## src/rtl/wavhv_pkg.sv

```systemverilog
// ============================================================================
// WAV header validator package
// Shared widths, tag constants, register indexes and verdict codes.
// ============================================================================
package wavhv_pkg;

    // Byte position and chunk start are kept one bit wider than the file
    // size plus the small header offsets, so chunk arithmetic never wraps.
    localparam int unsigned POS_W    = 34;
    localparam int unsigned FMT_OFF_W = 5;
    localparam int unsigned PROD_W   = 48;
    localparam int unsigned CFG_IDX_W = 2;
    localparam int unsigned CFG_DATA_W = 32;
    localparam int unsigned S_DATA_W = 8;
    localparam int unsigned M_DATA_W = 72;

    // Four-character tags, first character in the top byte.
    localparam logic [31:0] TAG_RIFF = 32'h5249_4646;
    localparam logic [31:0] TAG_WAVE = 32'h5741_5645;
    localparam logic [31:0] TAG_FMT  = 32'h666D_7420;
    localparam logic [31:0] TAG_DATA = 32'h6461_7461;

    // Configuration register indexes.
    localparam logic [CFG_IDX_W-1:0] REG_FILE_SIZE    = 2'd0;
    localparam logic [CFG_IDX_W-1:0] REG_MAX_CHANNELS = 2'd1;
    localparam logic [CFG_IDX_W-1:0] REG_SAMPLE_RATE  = 2'd2;
    localparam logic [CFG_IDX_W-1:0] REG_MAX_SECONDS  = 2'd3;

    // Configuration reset values.
    localparam logic [31:0] FILE_SIZE_RST    = 32'd0;
    localparam logic [15:0] MAX_CHANNELS_RST = 16'd2;
    localparam logic [31:0] SAMPLE_RATE_RST  = 32'd44100;
    localparam logic [15:0] MAX_SECONDS_RST  = 16'd10;

    // Fixed header values.
    localparam logic [POS_W-1:0]     FIRST_CHUNK  = 34'd12;
    localparam logic [7:0]           PCM_TAG_LOW  = 8'h01;
    localparam logic [15:0]          WIDTH_8      = 16'd8;
    localparam logic [15:0]          WIDTH_16     = 16'd16;
    localparam logic [FMT_OFF_W-1:0] FMT_FIRST    = 5'd8;

    // Capture offsets inside a fmt chunk.
    localparam logic [FMT_OFF_W-1:0] FOFF_PCM_LO  = 5'd8;
    localparam logic [FMT_OFF_W-1:0] FOFF_PCM_HI  = 5'd9;
    localparam logic [FMT_OFF_W-1:0] FOFF_CH_LO   = 5'd10;
    localparam logic [FMT_OFF_W-1:0] FOFF_CH_HI   = 5'd11;
    localparam logic [FMT_OFF_W-1:0] FOFF_RATE0   = 5'd12;
    localparam logic [FMT_OFF_W-1:0] FOFF_RATE3   = 5'd15;
    localparam logic [FMT_OFF_W-1:0] FOFF_BRATE0  = 5'd16;
    localparam logic [FMT_OFF_W-1:0] FOFF_BRATE3  = 5'd19;
    localparam logic [FMT_OFF_W-1:0] FOFF_BITS_LO = 5'd22;
    localparam logic [FMT_OFF_W-1:0] FOFF_BITS_HI = 5'd23;

    // Verdict codes.
    typedef logic [2:0] status_t;
    localparam status_t ST_OK         = 3'd0;
    localparam status_t ST_NOT_WAVE   = 3'd1;
    localparam status_t ST_CHUNK_SIZE = 3'd2;
    localparam status_t ST_NOT_PCM    = 3'd3;
    localparam status_t ST_CHANNELS   = 3'd4;
    localparam status_t ST_RATE       = 3'd5;
    localparam status_t ST_WORD_SIZE  = 3'd6;
    localparam status_t ST_TOO_LONG   = 3'd7;

endpackage

```

## src/rtl/wav_header_validator_top.sv

```systemverilog
// ============================================================================
// WAV header validator
// Streams a RIFF/WAVE file one byte per transfer and reports one verdict with
// the format fields at the byte marked as the last one of the file.
// ============================================================================
//
// The block takes one file byte per clock on the s_ channel while s_tready is
// high, with s_tlast on the final byte of the file, and returns exactly one
// result transfer per file on the m_ channel. Each byte is absorbed in the
// cycle it is accepted: tag checks, the chunk walk (one subtract and compare
// against the current chunk start, one add for the next chunk start) and fmt
// field capture all update the parser registers directly, so a byte can be
// taken in every cycle and the next file may start right after the last byte
// of the previous one. The verdict goes through a three-register pipeline: a
// snapshot of the final fields, then the clip-length product
// max_clip_seconds * bytes_per_second (a 16 x 32 multiply) with the other
// checks, then the length compare into the output register. s_tready drops
// only when that pipeline is full and the result is not taken. Status codes:
// 0 ok, 1 not RIFF/WAVE or short file, 2 chunk length too large, 3 not PCM,
// 4 channel count, 5 sample rate, 6 word size, 7 no data or clip too long.
// The lowest status code that applies wins. Configuration is written through
// cfg_* (index 0 file size, 1 max channels, 2 required sample rate, 3 max clip
// seconds); the user must write it only while no file is in progress, as the
// block itself does not enforce this.
module wav_header_validator_top (
    input  logic                                aclk,
    input  logic                                aresetn,
    // Input stream: tdata = file_byte[7:0]; tlast = last_byte.
    input  logic                                s_tvalid,
    output logic                                s_tready,
    input  logic [wavhv_pkg::S_DATA_W-1:0]      s_tdata,
    input  logic                                s_tlast,
    // Result stream: tdata = status[2:0], channel_count[18:3],
    // sample_width[34:19], data_length[66:35], zeros[71:67].
    output logic                                m_tvalid,
    input  logic                                m_tready,
    output logic [wavhv_pkg::M_DATA_W-1:0]      m_tdata,
    // Configuration write channel.
    input  logic                                cfg_valid,
    output logic                                cfg_ready,
    input  logic [wavhv_pkg::CFG_IDX_W-1:0]     cfg_index,
    input  logic [wavhv_pkg::CFG_DATA_W-1:0]    cfg_data
);
    import wavhv_pkg::*;

    // ------------------------------------------------------------------
    // Configuration registers. Writes are always taken.
    // ------------------------------------------------------------------
    logic [31:0] file_size_reg;
    logic [15:0] max_channels_reg;
    logic [31:0] sample_rate_reg;
    logic [15:0] max_seconds_reg;

    assign cfg_ready = 1'b1;

    always_ff @(posedge aclk) begin
        if (!aresetn) begin
            file_size_reg    <= FILE_SIZE_RST;
            max_channels_reg <= MAX_CHANNELS_RST;
            sample_rate_reg  <= SAMPLE_RATE_RST;
            max_seconds_reg  <= MAX_SECONDS_RST;
        end else if (cfg_valid && cfg_ready) begin
            unique case (cfg_index)
                REG_FILE_SIZE:    file_size_reg    <= cfg_data;
                REG_MAX_CHANNELS: max_channels_reg <= cfg_data[15:0];
                REG_SAMPLE_RATE:  sample_rate_reg  <= cfg_data;
                REG_MAX_SECONDS:  max_seconds_reg  <= cfg_data[15:0];
                default: ;
            endcase
        end
    end

    // ------------------------------------------------------------------
    // Parser state.
    // ------------------------------------------------------------------
    logic [POS_W-1:0]     pos_reg, pos_next;
    logic [POS_W-1:0]     chunk_start_reg, chunk_start_next;
    logic [31:0]          chunk_size_reg, chunk_size_next;
    logic [31:0]          chunk_tag_reg, chunk_tag_next;
    logic                 pcm_seen_reg, pcm_seen_next;
    logic [15:0]          channels_reg, channels_next;
    logic [31:0]          rate_reg, rate_next;
    logic [15:0]          width_reg, width_next;
    logic [31:0]          byte_rate_reg, byte_rate_next;
    logic [31:0]          data_size_reg, data_size_next;
    status_t              first_error_reg, first_error_next;
    logic                 walk_done_reg, walk_done_next;
    logic                 fmt_active_reg, fmt_active_next;
    logic [FMT_OFF_W-1:0] fmt_off_reg, fmt_off_next;
    logic                 pcm_low_ok_reg, pcm_low_ok_next;

    logic       s_accept;
    logic [7:0] in_byte;
    logic       file_end;

    assign s_accept = s_tvalid && s_tready;
    assign in_byte  = s_tdata[7:0];
    assign file_end = s_accept && s_tlast;

    // Distance from the current chunk start, used to spot header bytes.
    logic [POS_W:0]   hdr_diff;
    logic             in_header;
    logic [2:0]       hdr_off;
    logic [POS_W+1:0] chunk_end_ext;
    logic [POS_W+1:0] size_limit_ext;
    logic [POS_W:0]   hdr_end_ext;

    assign hdr_diff  = {1'b0, pos_reg} - {1'b0, chunk_start_reg};
    assign in_header = !walk_done_reg && !hdr_diff[POS_W] && (hdr_diff[POS_W-1:3] == '0);
    assign hdr_off   = hdr_diff[2:0];

    always_comb begin
        pos_next         = pos_reg + 1'b1;
        chunk_start_next = chunk_start_reg;
        chunk_size_next  = chunk_size_reg;
        chunk_tag_next   = chunk_tag_reg;
        pcm_seen_next    = pcm_seen_reg;
        channels_next    = channels_reg;
        rate_next        = rate_reg;
        width_next       = width_reg;
        byte_rate_next   = byte_rate_reg;
        data_size_next   = data_size_reg;
        first_error_next = first_error_reg;
        walk_done_next   = walk_done_reg;
        fmt_active_next  = fmt_active_reg;
        fmt_off_next     = fmt_off_reg;
        pcm_low_ok_next  = pcm_low_ok_reg;
        chunk_end_ext    = '0;
        size_limit_ext   = '0;
        hdr_end_ext      = '0;

        // RIFF tag at bytes 0..3 and WAVE tag at bytes 8..11.
        if (pos_reg < FIRST_CHUNK) begin
            if (pos_reg <= 34'd3 || pos_reg >= 34'd8) begin
                chunk_tag_next = {chunk_tag_reg[23:0], in_byte};
            end
            if (pos_reg == 34'd3 && chunk_tag_next != TAG_RIFF && first_error_reg == ST_OK) begin
                first_error_next = ST_NOT_WAVE;
                walk_done_next   = 1'b1;
            end
            if (pos_reg == 34'd11 && chunk_tag_next != TAG_WAVE && first_error_reg == ST_OK) begin
                first_error_next = ST_NOT_WAVE;
                walk_done_next   = 1'b1;
            end
        end

        // Fmt field capture, little-endian fields at fixed offsets.
        if (fmt_active_reg) begin
            fmt_off_next = fmt_off_reg + 1'b1;
            case (fmt_off_reg) inside
                FOFF_PCM_LO: pcm_low_ok_next = (in_byte == PCM_TAG_LOW);
                FOFF_PCM_HI: begin
                    if (pcm_low_ok_reg && in_byte == 8'h00) begin
                        pcm_seen_next = 1'b1;
                    end
                end
                FOFF_CH_LO: channels_next[7:0]  = in_byte;
                FOFF_CH_HI: channels_next[15:8] = in_byte;
                [FOFF_RATE0:FOFF_RATE3]: rate_next[8*fmt_off_reg[1:0] +: 8] = in_byte;
                [FOFF_BRATE0:FOFF_BRATE3]: byte_rate_next[8*fmt_off_reg[1:0] +: 8] = in_byte;
                FOFF_BITS_LO: width_next[7:0] = in_byte;
                FOFF_BITS_HI: begin
                    width_next[15:8] = in_byte;
                    fmt_active_next  = 1'b0;
                end
                default: ;
            endcase
        end

        // Chunk header: four tag bytes, then a little-endian length.
        if (in_header) begin
            if (!hdr_off[2]) begin
                chunk_tag_next = {chunk_tag_reg[23:0], in_byte};
            end else begin
                chunk_size_next[8*hdr_off[1:0] +: 8] = in_byte;
            end
            if (hdr_off == 3'd7) begin
                hdr_end_ext    = {1'b0, chunk_start_reg} + (POS_W+1)'(8);
                size_limit_ext = {2'b00, chunk_start_reg} + {{(POS_W-30){1'b0}}, chunk_size_next}
                                 + (POS_W+2)'(4);
                chunk_end_ext  = {2'b00, chunk_start_reg} + {{(POS_W-30){1'b0}}, chunk_size_next}
                                 + (POS_W+2)'(8);
                if (hdr_end_ext >= {{(POS_W-31){1'b0}}, file_size_reg}) begin
                    walk_done_next = 1'b1;
                end else if (size_limit_ext > {{(POS_W-30){1'b0}}, file_size_reg}) begin
                    if (first_error_next == ST_OK) begin
                        first_error_next = ST_CHUNK_SIZE;
                    end
                    walk_done_next = 1'b1;
                end else begin
                    if (chunk_tag_reg == TAG_FMT) begin
                        fmt_active_next = 1'b1;
                        fmt_off_next    = FMT_FIRST;
                        pcm_low_ok_next = 1'b0;
                    end else if (chunk_tag_reg == TAG_DATA) begin
                        data_size_next = chunk_size_next;
                    end
                    chunk_start_next = chunk_end_ext[POS_W-1:0];
                    chunk_size_next  = '0;
                end
            end
        end
    end

    // The final byte of a file returns the parser to its reset state.
    always_ff @(posedge aclk) begin
        if (!aresetn || file_end) begin
            pos_reg         <= '0;
            chunk_start_reg <= FIRST_CHUNK;
            chunk_size_reg  <= '0;
            chunk_tag_reg   <= '0;
            pcm_seen_reg    <= 1'b0;
            channels_reg    <= '0;
            rate_reg        <= '0;
            width_reg       <= '0;
            byte_rate_reg   <= '0;
            data_size_reg   <= '0;
            first_error_reg <= ST_OK;
            walk_done_reg   <= 1'b0;
            fmt_active_reg  <= 1'b0;
            fmt_off_reg     <= '0;
            pcm_low_ok_reg  <= 1'b0;
        end else if (s_accept) begin
            pos_reg         <= pos_next;
            chunk_start_reg <= chunk_start_next;
            chunk_size_reg  <= chunk_size_next;
            chunk_tag_reg   <= chunk_tag_next;
            pcm_seen_reg    <= pcm_seen_next;
            channels_reg    <= channels_next;
            rate_reg        <= rate_next;
            width_reg       <= width_next;
            byte_rate_reg   <= byte_rate_next;
            data_size_reg   <= data_size_next;
            first_error_reg <= first_error_next;
            walk_done_reg   <= walk_done_next;
            fmt_active_reg  <= fmt_active_next;
            fmt_off_reg     <= fmt_off_next;
            pcm_low_ok_reg  <= pcm_low_ok_next;
        end
    end

    // ------------------------------------------------------------------
    // Verdict pipeline: snapshot -> checks and product -> output.
    // ------------------------------------------------------------------
    logic snap_valid_reg, chk_valid_reg, out_valid_reg;
    logic out_free, chk_free, snap_free;

    assign out_free  = !out_valid_reg || m_tready;
    assign chk_free  = !chk_valid_reg || out_free;
    assign snap_free = !snap_valid_reg || chk_free;
    assign s_tready  = snap_free;

    always_ff @(posedge aclk) begin
        if (!aresetn) begin
            snap_valid_reg <= 1'b0;
            chk_valid_reg  <= 1'b0;
            out_valid_reg  <= 1'b0;
        end else begin
            if (snap_free) begin
                snap_valid_reg <= file_end;
            end
            if (chk_free) begin
                chk_valid_reg <= snap_valid_reg;
            end
            if (out_free) begin
                out_valid_reg <= chk_valid_reg;
            end
        end
    end

    // Snapshot of the fields as they stand after the last byte.
    logic        snap_short_reg;
    status_t     snap_error_reg;
    logic        snap_pcm_reg;
    logic [15:0] snap_channels_reg;
    logic [31:0] snap_rate_reg;
    logic [15:0] snap_width_reg;
    logic [31:0] snap_byte_rate_reg;
    logic [31:0] snap_data_reg;

    always_ff @(posedge aclk) begin
        if (snap_free && file_end) begin
            snap_short_reg     <= (pos_reg < 34'd11);
            snap_error_reg     <= first_error_next;
            snap_pcm_reg       <= pcm_seen_next;
            snap_channels_reg  <= channels_next;
            snap_rate_reg      <= rate_next;
            snap_width_reg     <= width_next;
            snap_byte_rate_reg <= byte_rate_next;
            snap_data_reg      <= data_size_next;
        end
    end

    // Every check but the clip length, in order of status code.
    status_t pre_status;

    always_comb begin
        if (snap_short_reg) begin
            pre_status = ST_NOT_WAVE;
        end else if (snap_error_reg != ST_OK) begin
            pre_status = snap_error_reg;
        end else if (!snap_pcm_reg) begin
            pre_status = ST_NOT_PCM;
        end else if (snap_channels_reg == 16'd0 || snap_channels_reg > max_channels_reg) begin
            pre_status = ST_CHANNELS;
        end else if (snap_rate_reg != sample_rate_reg) begin
            pre_status = ST_RATE;
        end else if (snap_width_reg != WIDTH_16 && snap_width_reg != WIDTH_8) begin
            pre_status = ST_WORD_SIZE;
        end else if (snap_data_reg == 32'd0) begin
            pre_status = ST_TOO_LONG;
        end else begin
            pre_status = ST_OK;
        end
    end

    status_t           chk_status_reg;
    logic [PROD_W-1:0] chk_limit_reg;
    logic [15:0]       chk_channels_reg;
    logic [15:0]       chk_width_reg;
    logic [31:0]       chk_data_reg;

    always_ff @(posedge aclk) begin
        if (chk_free && snap_valid_reg) begin
            chk_status_reg   <= pre_status;
            chk_limit_reg    <= max_seconds_reg * snap_byte_rate_reg;
            chk_channels_reg <= snap_channels_reg;
            chk_width_reg    <= snap_width_reg;
            chk_data_reg     <= snap_data_reg;
        end
    end

    // Clip length test: data length above seconds times bytes per second.
    status_t out_status_reg;
    logic [15:0] out_channels_reg;
    logic [15:0] out_width_reg;
    logic [31:0] out_data_reg;

    always_ff @(posedge aclk) begin
        if (out_free && chk_valid_reg) begin
            if (chk_status_reg != ST_OK) begin
                out_status_reg <= chk_status_reg;
            end else if ({{(PROD_W-32){1'b0}}, chk_data_reg} > chk_limit_reg) begin
                out_status_reg <= ST_TOO_LONG;
            end else begin
                out_status_reg <= ST_OK;
            end
            out_channels_reg <= chk_channels_reg;
            out_width_reg    <= chk_width_reg;
            out_data_reg     <= chk_data_reg;
        end
    end

    assign m_tvalid = out_valid_reg;
    assign m_tdata  = {5'b00000, out_data_reg, out_width_reg, out_channels_reg, out_status_reg};

endmodule
```

## config.mk

```make
export PLATFORM = sky130hd
export DESIGN_NAME = wav_header_validator_top
export DESIGN_NICKNAME = d
export VERILOG_FILES = /design/src/rtl/wavhv_pkg.sv /design/src/rtl/wav_header_validator_top.sv
export SDC_FILE = /design/constraint.sdc
export NUM_CORES = 2
export LEC_CHECK = 0
export BUFFER_PORTS_ARGS = -buffer_cell sky130_fd_sc_hd__buf_2
export CAP_MARGIN = 20
export CORE_ASPECT_RATIO = 1.75
export CORE_MARGIN = 4
export CORE_UTILIZATION = 48
export CTS_BUF_LIST = sky130_fd_sc_hd__clkbuf_4 sky130_fd_sc_hd__clkbuf_8
export DETAILED_ROUTE_END_ITERATION = 16
export PLACE_DENSITY = 0.7
export REMOVE_ABC_BUFFERS = 1
export SLEW_MARGIN = 40
export SYNTH_ARGS = -nofsm -noshare
export SYNTH_HDL_FRONTEND = slang
export SYNTH_SLANG_ARGS = --single-unit
export TNS_END_PERCENT = 30
```

## constraint.sdc

```tcl
create_clock -name aclk -period 10 [get_ports aclk]
set_clock_uncertainty 0.15 [all_clocks]
set_input_delay 1 -clock aclk [delete_from_list [all_inputs] [get_ports aclk]]
set_output_delay 1 -clock aclk [all_outputs]
set_load 0.01 [all_outputs]
```

==> impl_metrics.json <==
{
  "status": "complete, no violations",
  "antenna_found_initial": 3,
  "async_flop_share": 0,
  "cts-buffers-inserted": 95,
  "clockBufferDepth": 3,
  "grt_use_total": 0.299,
  "setup_viol": 0,
  "cts.clk_slew.worst_paths_ps": 70,
  "cts.sinks": 686,
  "ctsResizeCount": 0,
  "ys_seq_elements": 686,
  "synthCells": 5515,
  "grt_overflow": 0,
  "layout_common_cells": "nand2_1, inv_1, fa_1",
  "vias": 40600,
  "gp_congestion": 0.998,
  "syn_to_final_growth_pct": 9.14,
  "grt_pass1_vias": 42300,
  "slew_violations": 0,
  "largest_reg_flops": 48,
  "end_kind": "flop",
  "viasPerCell": 5.78,
  "grt_max_degree": 88,
  "syn_area_per_cell_um2": 9.25,
  "postCtsHoldBufs": 0,
  "drc": 0,
  "synth.cell_area_um2": 51000,
  "fin_crit_sh": 0.933,
  "crit_path_top_delay_cell": "or4_1",
  "clkLatencyLatePin_ps": 800,
  "chipHeight_um": 439,
  "max_cap_violations": 0,
  "cp_data_arrival_time_ps": 9700,
  "ys_seq_area_frac": 0.331,
  "wl_um": 167000,
  "die_area_um2": 112000,
  "io_buffer_count": 116,
  "postLayoutCellArea_um2": 55600,
  "ys.flop_type": "dfxtp_1",
  "io_pins": 123,
  "hold_viol": 0,
  "dpl.hpwl_um": 132000,
  "max_freq_ghz": 0.107,
  "start_util": 0.485,
  "power_mw": 7.20,
  "peakVddDrop_uv": 101,
  "synth_edf_count": 315,
  "slew_headroom": 0.372,
  "rows": 157,
  "cts_root_buffer": "clkbuf_8",
  "crit_family": "simple AND/OR/NAND/NOR gates",
  "pwr_density_cell_nw_per_um2": 129,
  "synth_cell_types": 95,
  "fin_nets": 6380,
  "p_leak_nw": 23.4,
  "core_area_um2": 105000,
  "crit_required_ps": 10380,
  "fp.dieW_um": 254,
  "cts_tree": "built",
  "ant_nets": 0,
  "layout_commonest_cell": "nand2_1",
  "nFillCells": 9455,
  "r2r_slack_ps": 670,
  "worstSetupStartpointType": "flop",
  "worst-path-buf-inv": 4,
  "cts_setup_buffers": 0,
  "grt_setup_unrepaired": "no",
  "drt_pass1_iterations": 5,
  "hp-class": "flop to flop",
  "ys.warnings.count": 0,
  "drive_gt1_frac": 0.0965,
  "place_area_um2": 53300,
  "period_needed_ps": 9330,
  "grt_pass1_wl_um": 251000,
  "critPathMaxStageDelay_ps": 640,
  "crit_fanout": 15,
  "drt_iter0_markers": 2843,
  "wl_per_cell_um": 23.7,
  "path_class": "flop to flop",
  "tightest_slew_ps": 943,
  "htree_levels": 3
}
[power by group]
group          total (mW)  internal, mW  switching, mW  leakage, nW
clock network        2.60          1.41           1.18         1.19
logic                1.49         0.564          0.925         16.3
registers            3.12          3.05         0.0718         5.84
[worst register-to-register path: cells and delay by family (launching register included)]
kind / cells / cell delay (ps)
fa+ha+maj: 3 / 1280
mux: 1 / 350
simple gates: 10 / 2550
xor+xnor: 3 / 1000
flops: 1 / 480
buf+inv: 4 / 760
compound gates: 10 / 2510
[metal layers]
layer / share of wire / track usage / vias up / wire (um)
li1: - / - / 18600 / -
met1: 0.32 / 0.286 / 19800 / 53100
met2: 0.51 / 0.532 / 1478 / 84700
met3: 0.052 / 0.0491 / 754 / 8750
met4: 0.12 / 0.286 / 0 / 20100
met5: 0 / 0 / - / 0
[layout make-up]
cell class / instances / area, um2 / area share
Sequential cell: 686 / 16900 / 0.304
Clock buffer: 134 / 1690 / 0.0303
Tap cell: 1351 / 1690 / 0.0304
Clock inverter: 45 / 606 / 0.0109
Inverter: 565 / 2120 / 0.0382
Timing Repair Buffer: 241 / 1600 / 0.0288
Multi-Input combinational cell: 4009 / 31000 / 0.558
Antenna cell: 3 / 7.51 / 0.000135
[stage by stage]
stage | setup slack [ps] | hold slack [ps] | setup TNS [ps] | instances | util
after CTS | 722 | 270 | 0 | 7028 | 0.529
after floorplan | -315 | 250 | -36230 | 5260 | -
after global placement | 875 | 252 | 0 | 6849 | 0.507
final | 674 | 268 | 0 | 7034 | 0.529
after global routing | 51.1 | 271 | 0 | 7032 | 0.529
after detailed placement | 748 | 255 | 0 | 6849 | 0.507
[cells by family (layout without fill, tap and decap cells)]
family | after synthesis | in the layout | share of synthesized area
and+or+nand+nor | 2022 | 2022 | 0.182
AOI/OAI and AO/OA | 860 | 860 | 0.108
buffers and inverters | 824 | 985 | 0.0627
adders and majority gates | 734 | 734 | 0.242
DFF | 686 | 686 | 0.331
xor gates and xnor gates | 235 | 235 | 0.0404
muxes | 152 | 152 | 0.0336
other | 2 | 9 | 0.000147
[final timing paths]
| path | start | end | depth (start not counted) |
|---|---|---|---|
| min reg2reg | chk_width_reg[12] | out_width_reg[12] | 0 |
| max | chunk_start_reg[1] | snap_data_reg[30] | 31 |
| max reg2reg | chunk_start_reg[1] | snap_data_reg[30] | 31 |
| min | chk_width_reg[12] | out_width_reg[12] | 0 |
[cell usage after synthesis (all sizes together) (63+ instances only)]
cell type	instances	share of area
edfxtp	315	0.19
mux2i	89	0.017
dfxtp	371	0.15
nand3	113	0.011
and2	159	0.020
mux2	63	0.016
a21boi	95	0.014
a21o	75	0.011
a21oi	255	0.025
nor3	81	0.0080
inv	565	0.042
o21ai	210	0.021
nand4	72	0.0088
ha	314	0.077
xnor2	127	0.022
fa	420	0.16
nor2	254	0.019
clkbuf	205	0.015
nand2	1092	0.080
xor2	108	0.019
Note: power is estimated with default switching activity, not from simulation.
